[src/design/link_connection_supervisor_core_macros.svh]
// Assertion macros used by the link connection supervisor top level.
`ifndef LINK_CONNECTION_SUPERVISOR_CORE_MACROS_SVH
`define LINK_CONNECTION_SUPERVISOR_CORE_MACROS_SVH

// Same-cycle implication, disabled while reset is high.
`define LCS_ASSERT_IMP(label, clk, rst, ante, cons, msg) \
  label: assert property (@(posedge clk) disable iff (rst) (ante) |-> (cons)) \
    else $error(msg);

// Next-cycle implication, disabled while reset is high.
`define LCS_ASSERT_NEXT(label, clk, rst, ante, cons, msg) \
  label: assert property (@(posedge clk) disable iff (rst) (ante) |=> (cons)) \
    else $error(msg);

`endif

[src/design/lcs_pkg.sv]
// Types, codes and constants of the link connection supervisor.
package lcs_pkg;

  localparam int CNT_W     = 20;
  localparam int CFG_IDX_W = 2;
  localparam logic [CNT_W-1:0] CNT_MAX = {CNT_W{1'b1}};

  localparam logic [CNT_W-1:0] CONNECT_TIMEOUT_RST  = CNT_W'(15000);
  localparam logic [CNT_W-1:0] RECONNECT_WINDOW_RST = CNT_W'(60000);
  localparam logic [CNT_W-1:0] RETRY_INTERVAL_RST   = CNT_W'(10000);
  localparam logic [CNT_W-1:0] HOLD_TIME_RST        = CNT_W'(5000);

  typedef enum logic [CFG_IDX_W-1:0] {
    CFG_CONNECT_TIMEOUT  = 2'd0,
    CFG_RECONNECT_WINDOW = 2'd1,
    CFG_RETRY_INTERVAL   = 2'd2,
    CFG_HOLD_TIME        = 2'd3
  } cfg_idx_t;

  typedef enum logic [2:0] {
    MODE_DISC         = 3'd0,
    MODE_CONNECTING   = 3'd1,
    MODE_CONNECTED    = 3'd2,
    MODE_RECONNECTING = 3'd3,
    MODE_FAILED       = 3'd4
  } mode_t;

  typedef enum logic [2:0] {
    ACT_NONE          = 3'd0,
    ACT_START_STA     = 3'd1,
    ACT_START_AP      = 3'd2,
    ACT_DROP_START_AP = 3'd3,
    ACT_STOP_AP       = 3'd4,
    ACT_RETRY         = 3'd5
  } action_t;

  typedef enum logic [1:0] {
    CRES_NONE     = 2'd0,
    CRES_ACCEPTED = 2'd1,
    CRES_REJECTED = 2'd2
  } cres_t;

  typedef enum logic [1:0] {
    BACT_NONE    = 2'd0,
    BACT_CLEAR   = 2'd1,
    BACT_RESTART = 2'd2
  } bact_t;

  typedef struct packed {
    logic [CNT_W-1:0] connect_timeout_ms;
    logic [CNT_W-1:0] reconnect_window_ms;
    logic [CNT_W-1:0] retry_interval_ms;
    logic [CNT_W-1:0] hold_time_ms;
  } lcs_cfg_t;

  typedef struct packed {
    logic begin_request;
    logic saved_config_present;
    logic link_up;
    logic button_pressed;
    logic connect_request;
    logic ssid_empty;
  } lcs_item_t;

  typedef struct packed {
    mode_t            link_mode;
    logic [CNT_W-1:0] connect_elapsed;
    logic [CNT_W-1:0] reconnect_window_elapsed;
    logic [CNT_W-1:0] retry_elapsed;
    logic             button_down;
    logic             reset_confirmed;
    logic [CNT_W-1:0] hold_elapsed;
  } lcs_state_t;

  typedef struct packed {
    mode_t   link_state;
    action_t link_action;
    cres_t   connect_result;
    bact_t   button_action;
  } lcs_result_t;

  localparam lcs_state_t STATE_RESET = '{MODE_DISC, '0, '0, '0, 1'b0, 1'b0, '0};

  function automatic logic [CNT_W-1:0] sat_inc(input logic [CNT_W-1:0] v);
    return (v == CNT_MAX) ? CNT_MAX : v + CNT_W'(1);
  endfunction

endpackage

[src/design/lcs_cfg.sv]
// Configuration register file of the link connection supervisor.
module lcs_cfg
  import lcs_pkg::*;
(
  input  logic                 clk,
  input  logic                 rst,
  input  logic                 cfg_write_en,
  input  logic [CFG_IDX_W-1:0] cfg_index,
  input  logic [CNT_W-1:0]     cfg_data,
  output lcs_cfg_t             cfg
);

  always_ff @(posedge clk) begin
    if (rst) begin
      cfg.connect_timeout_ms  <= CONNECT_TIMEOUT_RST;
      cfg.reconnect_window_ms <= RECONNECT_WINDOW_RST;
      cfg.retry_interval_ms   <= RETRY_INTERVAL_RST;
      cfg.hold_time_ms        <= HOLD_TIME_RST;
    end else if (cfg_write_en) begin
      unique case (cfg_idx_t'(cfg_index))
        CFG_CONNECT_TIMEOUT:  cfg.connect_timeout_ms  <= cfg_data;
        CFG_RECONNECT_WINDOW: cfg.reconnect_window_ms <= cfg_data;
        CFG_RETRY_INTERVAL:   cfg.retry_interval_ms   <= cfg_data;
        CFG_HOLD_TIME:        cfg.hold_time_ms        <= cfg_data;
        default: ;
      endcase
    end
  end

endmodule

[src/design/lcs_step.sv]
// Next-state and result logic for one supervisor tick.
module lcs_step
  import lcs_pkg::*;
(
  input  lcs_state_t  cur,
  input  lcs_cfg_t    cfg,
  input  lcs_item_t   item,
  output lcs_state_t  nxt,
  output lcs_result_t res
);

  logic restart;

  always_comb begin
    nxt = cur;
    // Every counter advances first; starting one sets it back to zero.
    nxt.connect_elapsed          = sat_inc(cur.connect_elapsed);
    nxt.reconnect_window_elapsed = sat_inc(cur.reconnect_window_elapsed);
    nxt.retry_elapsed            = sat_inc(cur.retry_elapsed);
    nxt.hold_elapsed             = sat_inc(cur.hold_elapsed);
    res.link_action    = ACT_NONE;
    res.connect_result = CRES_NONE;
    res.button_action  = BACT_NONE;
    restart            = 1'b0;

    if (item.begin_request) begin
      if (item.saved_config_present) begin
        nxt.link_mode       = MODE_CONNECTING;
        nxt.connect_elapsed = '0;
        res.link_action     = ACT_START_STA;
      end else begin
        res.link_action = ACT_START_AP;
      end
    end else begin
      if (item.connect_request) begin
        if (item.ssid_empty) begin
          res.connect_result = CRES_REJECTED;
        end else begin
          res.connect_result  = CRES_ACCEPTED;
          nxt.link_mode       = MODE_CONNECTING;
          nxt.connect_elapsed = '0;
        end
      end

      if (item.button_pressed && !cur.button_down) begin
        nxt.button_down     = 1'b1;
        nxt.reset_confirmed = 1'b0;
        nxt.hold_elapsed    = '0;
      end
      if (item.button_pressed && nxt.button_down && !nxt.reset_confirmed &&
          nxt.hold_elapsed >= cfg.hold_time_ms) begin
        nxt.reset_confirmed = 1'b1;
        res.button_action   = BACT_CLEAR;
      end
      if (!item.button_pressed && cur.button_down) begin
        nxt.button_down = 1'b0;
        if (cur.reset_confirmed) begin
          res.button_action = BACT_RESTART;
          restart           = 1'b1;
        end
      end

      if (restart) begin
        nxt = STATE_RESET;
      end else begin
        unique case (nxt.link_mode)
          MODE_CONNECTING: begin
            if (item.link_up) begin
              nxt.link_mode   = MODE_CONNECTED;
              res.link_action = ACT_STOP_AP;
            end else if (nxt.connect_elapsed >= cfg.connect_timeout_ms) begin
              nxt.link_mode                = MODE_FAILED;
              res.link_action              = ACT_DROP_START_AP;
              nxt.reconnect_window_elapsed = '0;
              nxt.retry_elapsed            = '0;
            end
          end
          MODE_CONNECTED: begin
            if (!item.link_up) begin
              nxt.link_mode                = MODE_RECONNECTING;
              nxt.reconnect_window_elapsed = '0;
              nxt.retry_elapsed            = '0;
            end
          end
          MODE_RECONNECTING: begin
            if (item.link_up) begin
              nxt.link_mode   = MODE_CONNECTED;
              res.link_action = ACT_STOP_AP;
            end else if (nxt.reconnect_window_elapsed >= cfg.reconnect_window_ms) begin
              nxt.link_mode                = MODE_FAILED;
              res.link_action              = ACT_START_AP;
              nxt.reconnect_window_elapsed = '0;
              nxt.retry_elapsed            = '0;
            end else if (nxt.retry_elapsed >= cfg.retry_interval_ms) begin
              nxt.retry_elapsed = '0;
              res.link_action   = ACT_RETRY;
            end
          end
          MODE_FAILED: begin
            if (item.link_up) begin
              nxt.link_mode   = MODE_CONNECTED;
              res.link_action = ACT_STOP_AP;
            end else if (nxt.retry_elapsed >= cfg.retry_interval_ms) begin
              nxt.retry_elapsed = '0;
              res.link_action   = ACT_RETRY;
            end
          end
          default: ;
        endcase
      end
    end

    res.link_state = nxt.link_mode;
  end

endmodule

[src/design/link_connection_supervisor_core.sv]
// Top level of the link connection supervisor: request pipeline and supervisor state.
//
// The link connection supervisor takes one tick request per millisecond (or at any
// rate the caller likes) carrying the link status, the reset button level and the
// begin and connect request flags, and returns one result per request: the link mode
// after the tick, the link action to perform, the outcome of a connect request and
// the button action. A request may be accepted in every clock cycle while the result
// channel does not stall. An accepted request is held in the input register and then
// moves into the result register, whose outputs hold it until it is taken. The
// supervisor state (mode, elapsed counters, button tracking) is updated as a request
// moves from the input register into the result register, so that update loop sets
// the figure of one request per cycle. The input side stalls only when the input
// register is full and the result register cannot be emptied. Elapsed counters are
// 20 bits wide and saturate; a time is up once a counter reaches its register, so a
// register written as zero makes that time up at once. The four timing registers
// are written through the plain write port and should only be changed while no
// request is in flight. A restart on button release returns all supervisor state to
// its reset values but keeps the timing registers.
`include "link_connection_supervisor_core_macros.svh"

module link_connection_supervisor_core
  import lcs_pkg::*;
(
  input  logic                 clk,
  input  logic                 rst,
  // Configuration write port
  input  logic                 cfg_write_en,
  input  logic [CFG_IDX_W-1:0] cfg_index,
  input  logic [CNT_W-1:0]     cfg_data,
  // Tick request channel
  input  logic                 in_valid,
  output logic                 in_stall,
  input  logic                 begin_request,
  input  logic                 saved_config_present,
  input  logic                 link_up,
  input  logic                 button_pressed,
  input  logic                 connect_request,
  input  logic                 ssid_empty,
  // Result channel
  output logic                 out_valid,
  input  logic                 out_stall,
  output logic [2:0]           link_state,
  output logic [2:0]           link_action,
  output logic [1:0]           connect_result,
  output logic [1:0]           button_action
);

  lcs_cfg_t    cfg;
  lcs_item_t   s1_item;
  logic        s1_valid;
  lcs_state_t  state;
  lcs_state_t  state_next;
  lcs_result_t step_res;
  lcs_result_t out_res;
  logic        out_free;
  logic        s1_fire;
  logic        in_fire;

  lcs_cfg u_cfg (
    .clk          (clk),
    .rst          (rst),
    .cfg_write_en (cfg_write_en),
    .cfg_index    (cfg_index),
    .cfg_data     (cfg_data),
    .cfg          (cfg)
  );

  // The result register can take a new result when it is empty or being drained.
  assign out_free = !out_valid || !out_stall;
  assign s1_fire  = s1_valid && out_free;
  assign in_stall = s1_valid && !out_free;
  assign in_fire  = in_valid && !in_stall;

  lcs_step u_step (
    .cur  (state),
    .cfg  (cfg),
    .item (s1_item),
    .nxt  (state_next),
    .res  (step_res)
  );

  // Control state and the supervisor state proper.
  always_ff @(posedge clk) begin
    if (rst) begin
      s1_valid  <= 1'b0;
      out_valid <= 1'b0;
      state     <= STATE_RESET;
    end else begin
      if (in_fire) begin
        s1_valid <= 1'b1;
      end else if (s1_fire) begin
        s1_valid <= 1'b0;
      end
      if (s1_fire) begin
        out_valid <= 1'b1;
        state     <= state_next;
      end else if (out_valid && !out_stall) begin
        out_valid <= 1'b0;
      end
    end
  end

  // Payload registers: the accepted request and the finished result.
  always_ff @(posedge clk) begin
    if (in_fire) begin
      s1_item.begin_request        <= begin_request;
      s1_item.saved_config_present <= saved_config_present;
      s1_item.link_up              <= link_up;
      s1_item.button_pressed       <= button_pressed;
      s1_item.connect_request      <= connect_request;
      s1_item.ssid_empty           <= ssid_empty;
    end
    if (s1_fire) begin
      out_res <= step_res;
    end
  end

  assign link_state     = out_res.link_state;
  assign link_action    = out_res.link_action;
  assign connect_result = out_res.connect_result;
  assign button_action  = out_res.button_action;

  // A restart on release must leave the supervisor in its reset state.
  `LCS_ASSERT_NEXT(a_restart_clears, clk, rst,
                   s1_fire && step_res.button_action == BACT_RESTART,
                   state.link_mode == MODE_DISC && !state.button_down &&
                   state.hold_elapsed == '0,
                   "restart did not clear supervisor state")
  // A confirmed hold only exists while the button is still down.
  `LCS_ASSERT_IMP(a_confirm_needs_hold, clk, rst,
                  state.reset_confirmed, state.button_down,
                  "reset confirmed with button released")
  // Stopping the access point is only ever reported on reaching connected.
  `LCS_ASSERT_IMP(a_stop_ap_connected, clk, rst,
                  out_valid && link_action == ACT_STOP_AP, link_state == MODE_CONNECTED,
                  "stop AP reported outside connected mode")
  // A begin tick carries no connect or button outcome.
  `LCS_ASSERT_NEXT(a_begin_quiet, clk, rst,
                   s1_fire && s1_item.begin_request,
                   connect_result == CRES_NONE && button_action == BACT_NONE,
                   "begin tick reported a side outcome")

endmodule
[config.mk]
export PLATFORM = sky130hd
export DESIGN_NAME = link_connection_supervisor_core
export DESIGN_NICKNAME = d
export VERILOG_FILES = /design/src/design/lcs_pkg.sv /design/src/design/lcs_cfg.sv /design/src/design/lcs_step.sv /design/src/design/link_connection_supervisor_core.sv
export VERILOG_INCLUDE_DIRS = /design/src /design/src/design
export SDC_FILE = /design/constraint.sdc
export NUM_CORES = 1
export LEC_CHECK = 0
export ABC_AREA = 1
export BUFFER_PORTS_ARGS = -buffer_cell sky130_fd_sc_hd__buf_2
export CAP_MARGIN = 0
export CELL_PAD_IN_SITES_DETAIL_PLACEMENT = 0
export CELL_PAD_IN_SITES_GLOBAL_PLACEMENT = 1
export CORE_MARGIN = 3
export CORE_UTILIZATION = 43
export CTS_BUF_LIST = sky130_fd_sc_hd__clkbuf_4 sky130_fd_sc_hd__clkbuf_8
export CTS_CLUSTER_SIZE = 16
export DETAILED_ROUTE_END_ITERATION = 7
export PLACE_DENSITY_LB_ADDON = 0.1
export RECOVER_POWER = 100
export SETUP_SLACK_MARGIN = 0.3
export SLEW_MARGIN = 20
export SYNTH_ARGS = -nofsm -noshare
export SYNTH_HDL_FRONTEND = slang
export SYNTH_SLANG_ARGS = --single-unit
[constraint.sdc]
create_clock -name clk -period 3 [get_ports clk]
set_input_delay 0.9 -clock clk [delete_from_list [all_inputs] [get_ports clk]]
set_output_delay 0.9 -clock clk [all_outputs]
set_load 0.02 [all_outputs]
==> After elaboration in Yosys (flattened, before gate mapping) <==
Index checks and enable logic that the tools add are counted.
W data, S select, Z words.
{ "word_totals": {"output_inout_bits": 12, "ff_bits": 183, "elab_cells": 126, "in_bits": 33} }
{ "op_classes": {"addsub": 4, "n_lt_le_gt_ge": 4, "n_bitwise": 2, "eq_ne": 11, "muxes": 56, "reduce_logical": 26} }
{ "ops": {"columns": ["operator", "n"], "rows": [
  ["$mux W40", 5],
  ["$mux W20", 9],
  ["$mux W23", 5],
  ["$add A20 B1 Y20 const B", 4],
  ["$eq A20 B20 Y1 const B", 4],
  ["$ge A20 B20 Y1", 4],
  ["$pmux W20 S4", 1],
  ["$mux W22", 3],
  ["$mux W62", 1],
  ["$pmux W20 S3", 1],
  ["$mux W3", 14],
  ["$pmux W3 S4", 1],
  ["$mux W1", 10],
  ["$mux W2", 5],
  ["$reduce_and A2 Y1", 5],
  ["$logic_and A1 B1 Y1", 9],
  ["$pmux W3 S3", 1],
  ["$logic_not A1 Y1", 7],
  ["$eq A3 B2 Y1 const B", 2],
  ["$eq A2 B2 Y1 const B", 2],
  ["$reduce_bool A2 Y1", 2],
  ["$eq A3 B1 Y1 const B", 1],
  ["$eq A3 B3 Y1 const B", 1],
  ["$eq A2 B1 Y1 const B", 1],
  ["other kinds (4)", 5]
]} }

==> Logic depth before layout (Yosys ltp) <==
Gate-level depths: netlist (run 1).
{ "logic_depth": {"word_depth": 11, "ltp_mapped": 27, "mapped_depth_nobuf": 26} }

==> Modules after synthesis <==
A second synthesis (run 1) with hierarchy kept.
{ "hier_totals": {"cells_unflattened": 2083, "hier_area_um2": 12852.3} }
{ "by_module_without_submodules": {"columns": ["module", "seq_area_each_um2", "area_each_um2", "cells_per_inst", "instances"], "rows": [
  ["lcs_step", 0.0, 5325.1, 1029, 1],
  ["link_connection_supervisor_core", 2222.1, 4330.4, 585, 1],
  ["lcs_cfg", 1601.5, 3196.8, 469, 1]
]} }

==> Worst setup path after synthesis (run 1) <==
No wires, ideal clock.
{ "synth_timing": {"path_kind": "register to register", "start": "register state[64] (netlist bit)", "end": "register state[43] (netlist bit)", "setup_ns": 0.134, "arrival_ns": 2.912, "required_time_ns": 2.866, "synth_period_minus_slack_ns": 3.045, "path_buffers": 1, "setup_slack_ns": -0.045, "path_stages_with_launch": 23, "path_cell_list": "dfxtp_1 -> nand3_1 -> nor2_1 -> nand4_2 -> nor3_2 -> nand2_1 -> nor3_1 -> or2_2 -> nand3_1 -> nand2_1 -> inv_1 -> ha_1 -> nand2_1 -> nor2_1 -> nand4_1 -> nor3_1 -> nand2_1 -> nand3_1 -> nand3_1 -> or2_1 -> buf_2 -> nand3_1 -> a21oi_1"} }
{ "synth_between": {"elab_chain_len": 11, "word_cells_on_any_way": 12, "classes_between": "add/sub (1); order compare (1); eq/ne (1); mux (9)"} }
{ "synth_rtl": {"columns": ["item", "line", "text"], "rows": [
  ["start, declared", "link_connection_supervisor_core.sv:51", "lcs_state_t state;"],
  ["start signal, assigned", "link_connection_supervisor_core.sv:96", "state <= state_next;"],
  ["$add A20 B1 Y20 / $eq A20 B20 Y1 (equally long branches)", "lcs_pkg.sv:85", "return (v == CNT_MAX) ? CNT_MAX : v + CNT_W'(1);"],
  ["$mux W20 *", "lcs_pkg.sv:85", null],
  ["$mux W23", "lcs_step.sv:36", "if (item.ssid_empty) begin"],
  ["$mux W23 *", "lcs_step.sv:35", "if (item.connect_request) begin"],
  ["$mux W23 *", "lcs_step.sv:26", "if (item.begin_request) begin"],
  ["$ge A20 B20 Y1 *", "lcs_step.sv:71", "end else if (nxt.connect_elapsed >= cfg.connect_timeout_ms) begin"],
  ["$mux W40 *", "lcs_step.sv:71", null],
  ["$mux W40 *", "lcs_step.sv:68", "if (item.link_up) begin"],
  ["$pmux W20 S3 *", "lcs_step.sv:66", "unique case (nxt.link_mode)"],
  ["$mux W40 *", "lcs_step.sv:63", "if (restart) begin"],
  ["$mux W62 *", "lcs_step.sv:26", null]
]} }
Every way passes the cells marked *; elsewhere a longest branch is shown, timed or not. The select of a mux whose other input is x is not followed.
A chain may end at the register's enable or synchronous reset.

==> Worst setup path in the final report (run 1) <==
{ "layout_timing": {"start": "register state[63] (netlist bit)", "end": "register state[57] (netlist bit)"} }
Same word-level chain as after synthesis.

==> metrics.csv, run 1 <==
stage,metric,value,unit
layout,final_cell_count_no_fill,2115,
synth,ys_types,51,
routing,wl_met1,15240,µm
synth,avgSynthCellArea,7.059,µm²
power_and_ir_drop,power_frac_comb,12.7,%
cts,clk_latency,480,ps
die,die-area,0.02798,mm²
cts,htree_levels,4,
synth,synth_top_area_share,29.90,%
timing,slew_violations,0,
synth,synth_fp_nets,1701,
synth,synth-seq-cells,183,
global_route,globalRouteTotalUtil,21.43,%
global_route,grt_pass1_vias,9889,
die,die_h,167.3,µm
cts,cts.clk_slew.worst_paths,110,ps
power_and_ir_drop,power_density,343.5,mW/mm²
synth,synthTopCellsByArea,"dfxtp_1 (30%), nand2_1 (12%), ha_1 (9.4%)",
worst_setup_path,crit_start,state[63],
cts,holdBufCountCts,0,
layout,nets,1890,
timing,min_period_over_period,111.8,%
synth,async_flop_share,0,%
timing,fin_skew,25.23,ps
worst_setup_path,cp-end-kind,flop,
power_and_ir_drop,p_int,0.003487,W
die,fp.dieW,167.3,µm
worst_setup_path,crit_required,3330,ps
worst_setup_path,cp_max_fo,20,
power_and_ir_drop,p_sw,0.001387,W
synth,yosysSeqAreaShare,34.19,%
timing,slew_headroom,24.93,%
routing,drt-pass1-iter-count,5,
global_route,grt-ovfl-total,0,
routing,vias_per_cell,4.941,
worst_setup_path,r2r-end,state[57],
cts,numCtsBuffers,17,
routing,ant_nets,0,
timing,rsz0062_at_grt,yes,
worst_setup_path,crit_type,reg2reg,
cts,cts_tree,done,
timing,fin_ws,-354.8,ps
timing,holdWs,464.7,ps
synth,synth_most_common_cell,nand2_1,
synth,yosysWarnings,0,
timing,hold_violations,0,
routing,top_layer,met4,
layout,regArea,0.003851,mm²
timing,fmax,298.1,MHz
timing,worst_pin_slew,1126,ps
worst_setup_path,cp-endpoint,state[57],
synth,syn_area,0.01118,mm²
routing,wl_met2,13860,µm
synth,synth_edf_count,16,
routing,post_drt_wl_per_cell,14.32,µm
layout,multiInputGateArea,0.006927,mm²
die,initial_core_util,44.02,%
die,io_pins,45,
layout,drive_gt1_share,26.33,%
place,port_buffers,44,
min_path,hold_path_class,reg2reg,
layout,finalCoreUtilization,55.87,%
layout,n_fill_cell,2471,
synth,ys.flop_type,dfxtp_1,
min_path,min_from,u_cfg.cfg[25],
die,rows,58,
synth,netlist_instances,1584,
cts,cts_buffer_depth,2,
worst_setup_path,cp-start-kind,flop,
place,hpwl,21840,µm
power_and_ir_drop,irDropWorstVdd,250.1,µV
cts,cts_root_buf,clkbuf_8,
global_route,antenna_found_initial,0,
power_and_ir_drop,clkPwrFrac,34.4,%
place,placed_cells,2064,
synth,yosys.area.top_type,dfxtp_1,
outcome,violations,negative setup slack,
worst_setup_path,rr_startpoint,state[63],
layout,num_antenna_cells,0,
timing,setup_viol,49,
routing,vias,10450,
routing,met3WireLength,729,µm
power_and_ir_drop,pwr-share-seq,52.9,%
routing,drc,0,
power_and_ir_drop,leakagePower,6.501,nW
layout,area_growth,26.90,%
worst_setup_path,r2r_cells,22,
timing,min_period,3355,ps
outcome,status,finished with violations,
routing,routed_wl,30290,µm
global_route,grt_pass1_wl,49560,µm
synth,netlist_top_cells_count,"nand2_1 (358), inv_1 (209), a21oi_1 (187)",
flow_run,maxCapViolCount,0,
die,core,0.02540,mm²
routing,drt_iter0_markers,629,
worst_setup_path,crit_arrival,3680,ps
place,place.gp.congestion,0.8338,
power_and_ir_drop,switching_share,28.46,%
worst_setup_path,r2r_slack,-350,ps
cts,clock_sinks,183,
global_route,grt_max_degree,56,
-- sequential cells by signal (all words and copies together) (netlist names) --
name	count
out_valid	1
s1_item	6
state	85
connect_result	2
link_state	3
s1_valid	1
u_cfg.cfg	80
button_action	2
link_action	3
-- layout by cell type, fill, tap and decap left out, types with 29 or more instances in the layout --
cell type  synthesis  routed
buf_4              1     176
buf_2              8      42
nand2_1          358     340
a21oi_1          187     173
nand3_1           87      66
ha_1              84      72
o21ai_0          103      89
dfxtp_1          167     155
nor2_1           103      88
nand3_2           13      29
inv_1            209     203
-- power groups by stage --
| stage | Combinational, W | Clock, W | Sequential (W) |
|---|---|---|---|
| 6_report | 0.000621 | 0.00168 | 0.00258 |
| 5_1_grt | 0.000697 | 0.00181 | 0.00259 |
| 4_1_cts | 0.000597 | 0.00172 | 0.00258 |
| 2_1_floorplan | 0.000353 | 0 | 0.00263 |
| 3_3_place_gp | 0.000545 | 0 | 0.00263 |
| 3_5_place_dp | 0.000551 | 0 | 0.00263 |
-- cells by family (layout without fill, tap and decap cells) --
logic type,count (synthesis),count (layout),synth area share [%]
buffers and inverters,282,483,9.903
adder cells (fa/ha/maj),84,84,9.399
AO/OA/AOI/OAI,338,338,16.18
multiplexers,1,1,0.08952
XOR/XNOR,32,32,2.506
AND/OR/NAND/NOR,664,664,27.73
flip-flops,183,183,34.19
-- worst min-delay path by stage --
stage	endpoint	slack [ps]	depth (start not counted)
after floorplan	u_cfg.cfg[10]	440	2
after global placement	u_cfg.cfg[47]	450	2
after detailed placement	u_cfg.cfg[25]	450	2
after CTS	u_cfg.cfg[41]	470	2
after global routing	u_cfg.cfg[14]	490	2
final	u_cfg.cfg[25]	460	2
-- final cells by class --
class	count	share of cell area (%)
inverters	217	5.775
multi-input cells	1119	48.81
repair buffers	235	12.71
clock inverters	9	0.6437
flip-flops and latches	183	27.14
clock buffers	22	2.002
well taps	330	2.910
-- repair_timing --
action                                  4_1_cts  5_1_grt
gates resized for setup                      91       66
buffers inserted                             13        5
pin swaps                                    39       49
cloned                                        2        0
endpoints found under the setup margin       51       51
-- worst max-delay path, cell delays in order, from the launching register on --
cell and delay [ps]:
dfxtp_4 400, nand3_4 90, nor2_4 140, nand4_4 130, nor3_4 240, nand2_2 110
nor3_4 180, or2_4 130, nand3_1 80, nand2_1 80, inv_1 60, ha_4 270
nand2_2 50, nor2_2 100, nand4_1 140, a21oi_1 180, nor2_2 80, nand3_2 90
nand3_4 80, or2_4 280, buf_12 160, nand3_1 70, a21oi_1 70
-- layer usage --
layer / track usage, % / vias to the layer above
met2: 35.17 / 115
li1: - / 5547
met4: 5.123 / 0
met5: 0 / -
met3: 2.833 / 24
met1: 30.14 / 4764
-- stage by stage --
step                area (µm²)  setup TNS [ps]  total power, W  setup WS, ps
floorplan                11250               0        0.002985         6.098
global placement         12960          -17970        0.003174        -413.7
detailed placement       12960          -21560        0.003181        -498.5
CTS                      13850          -16560        0.004894        -405.7
global route             14190          -24900        0.005094        -562.8
finish                   14190          -14710        0.004874        -354.8
No activity file was read; power rests on OpenSTA's default activity.
==> run 2, diff against run 1 <==
--- a/config.mk
+++ b/config.mk
@@ -8,7 +8,7 @@
 export LEC_CHECK = 0
 export ABC_AREA = 1
 export BUFFER_PORTS_ARGS = -buffer_cell sky130_fd_sc_hd__buf_2
-export CAP_MARGIN = 0
+export CAP_MARGIN = 15
 export CELL_PAD_IN_SITES_DETAIL_PLACEMENT = 0
 export CELL_PAD_IN_SITES_GLOBAL_PLACEMENT = 1
 export CORE_MARGIN = 3
@@ -17,7 +17,6 @@
 export CTS_CLUSTER_SIZE = 16
 export DETAILED_ROUTE_END_ITERATION = 7
 export PLACE_DENSITY_LB_ADDON = 0.1
-export RECOVER_POWER = 100
 export SETUP_SLACK_MARGIN = 0.3
 export SLEW_MARGIN = 20
 export SYNTH_ARGS = -nofsm -noshare
==> run 2 against run 1 <==
  * The flow still finishes with violations (negative setup slack)
  * Clock power about the same
  * Non-clock buffer count is the same
  * Utilization is essentially flat
  * Fmax barely moved
  * Critical path depth did not move
  * Via count hardly changed
  * Register-to-register slack hardly changed
  * Clock skew about the same
  * Hold slack barely moved
  * First-iteration DRC count shrank 1.4%
  * Largest cell class unchanged
  * Highest routed layer unchanged
==> metrics.csv, run 2 (synthesis gave the netlist of run 1 again) <==
stage,metric,value,unit
die,initial_core_util,44.02,%
layout,num_antenna_cells,0,
routing,post_drt_wl_per_cell,14.33,µm
outcome,status,finished with violations,
die,die_h,167.3,µm
routing,drt_iter0_markers,620,
layout,final_cell_count_no_fill,2115,
place,hpwl,21840,µm
timing,rsz0062_at_grt,yes,
routing,met3WireLength,776,µm
routing,top_layer,met4,
global_route,antenna_found_initial,0,
global_route,globalRouteTotalUtil,21.43,%
layout,nets,1890,
die,rows,58,
worst_setup_path,slowest_delay,400,ps
power_and_ir_drop,irDropWorstVdd,250.1,µV
routing,routed_wl,30310,µm
layout,final_cell_area,0.01420,mm²
cts,htree_levels,4,
power_and_ir_drop,clkPwrFrac,34.4,%
worst_setup_path,worstPathCellList,"nand3_4, nor2_4, nand4_4, nor3_4, nand2_2, nor3_4, or2_4, nand3_1, nand2_1, inv_1, ha_4, nand2_2, nor2_2, nand4_1, a21oi_1, nor2_2, nand3_2, nand3_4, or2_4, buf_12, nand3_1, a21oi_1",
cts,cts_root_buf,clkbuf_8,
global_route,grt_max_degree,56,
timing,fin_ws,-354.8,ps
worst_setup_path,cp_max_fo,20,
routing,vias,10443,
cts,clk_latency,480,ps
layout,n_fill_cell,2470,
timing,slew_violations,0,
routing,vias_per_cell,4.938,
global_route,grt_pass1_vias,9889,
place,place.gp.congestion,0.8338,
power_and_ir_drop,switching_share,28.45,%
timing,min_period_over_period,111.8,%
die,core,0.02540,mm²
cts,holdBufCountCts,0,
place,place_area,0.01296,mm²
timing,min_period,3355,ps
layout,top_regs,"state (85), u_cfg.cfg (80), s1_item (6)",
worst_setup_path,cp-end-kind,flop,
power_and_ir_drop,power_density,343.4,mW/mm²
cts,cts_buffer_depth,2,
timing,hold_violations,0,
timing,holdWs,464.7,ps
worst_setup_path,crit_type,reg2reg,
timing,worst_pin_slew,722.5,ps
timing,setup_viol,49,
cts,cts.clk_slew.worst_paths,110,ps
place,dp_slack,-498.5,ps
power_and_ir_drop,leakagePower,6.509,nW
timing,fin_skew,25.59,ps
layout,drive_gt1_share,26.44,%
routing,wl_met1,15190,µm
routing,wl_met2,13880,µm
layout,area_growth,26.97,%
routing,drc,0,
die,die-area,0.02798,mm²
power_and_ir_drop,p_int,0.003488,W
global_route,grt_pass1_wl,49560,µm
die,io_pins,45,
flow_run,maxCapViolCount,0,
layout,top_register,state,
place,placed_cells,2064,
cts,clock_sinks,183,
routing,drt-pass1-iter-count,5,
min_path,hold_path_class,reg2reg,
routing,ant_nets,0,
timing,slew_headroom,51.78,%
power_and_ir_drop,p_sw,0.001387,W
layout,largest_reg_flops,85,
power_and_ir_drop,power_frac_comb,12.8,%
worst_setup_path,crit_required,3330,ps
power_and_ir_drop,pwr-share-seq,52.8,%
timing,fmax,298.1,MHz
timing,fin_setup_tns,-14610,ps
cts,numCtsBuffers,17,
worst_setup_path,crit_arrival,3680,ps
outcome,violations,negative setup slack,
die,fp.dieW,167.3,µm
cts,cts_tree,done,
global_route,grt-ovfl-total,0,
worst_setup_path,critical_path.slowest_cell,dfxtp_4,
place,port_buffers,44,
worst_setup_path,cp-start-kind,flop,
layout,layout_commonest_cell,nand2_1,
layout,mostFrequentLayoutCells,"nand2_1 (340), inv_1 (203), buf_4 (178)",
==> run 2: changes by cell type in the layout (fill, tap and decap cells not counted), sizes merged <==
cell / delta
buf: +3
clkbuf: -3
==> run 2: layout make-up <==
cell class	instances	area, µm²	share of cell area, %
well taps	330	412.9	2.908
inverters	217	819.5	5.772
flip-flops and latches	183	3851	27.13
repair buffers	235	1812	12.76
clock buffers	22	284.0	2.001
multi-input cells	1119	6927	48.79
clock inverters	9	91.34	0.6433
==> run 2: stage by stage <==
step,total power (W),utilization (%)
after global routing,0.005095,55.90
after detailed placement,0.003181,51.01
after global placement,0.003174,51.01
after CTS,0.004894,54.52
final,0.004875,55.90
after floorplan,0.002985,-
==> run 2: power groups by stage <==
stage	combinational [W]	clock [W]	sequential [W]
6_report	0.000622	0.00168	0.00258
5_1_grt	0.000698	0.00181	0.00259
4_1_cts	0.000597	0.00172	0.00258
3_5_place_dp	0.000551	0	0.00263
3_3_place_gp	0.000545	0	0.00263
2_1_floorplan	0.000353	0	0.00263
==> run 2: repair_timing <==
item,4_1_cts,5_1_grt
gates resized for setup,91,66
cloned,2,0
setup buffers,13,5
endpoints found under the setup margin,51,51
pin swaps,39,49
==> run 2: worst max-delay path, delay by kind of cell (launching register included) <==
kind | cells | cell delay [ps]
flip-flops | 1 | 400
adder cells (fa/ha/maj) | 1 | 270
AO/OA/AOI/OAI | 2 | 250
AND/OR/NAND/NOR | 17 | 2070
buffers and inverters | 2 | 220
==> run 2: path summary, 6_finish.rpt <==
| kind | from | end | slack [ps] | depth (start not counted) |
|---|---|---|---|---|
| worst min register to register | u_cfg.cfg[25] | u_cfg.cfg[25] | 460 | 2 |
| worst max register to register | state[63] | state[57] | -350 | 22 |
| worst max-delay path | state[63] | state[57] | -350 | 22 |
| worst min-delay path | u_cfg.cfg[25] | u_cfg.cfg[25] | 460 | 2 |
==> run 2: per-layer routing <==
layer  global-route usage (%)  up-vias
met1                    30.14     4747
met3                    2.833       25
met4                    5.123        0
met5                        0        -
li1                         -     5548
met2                    35.17      123
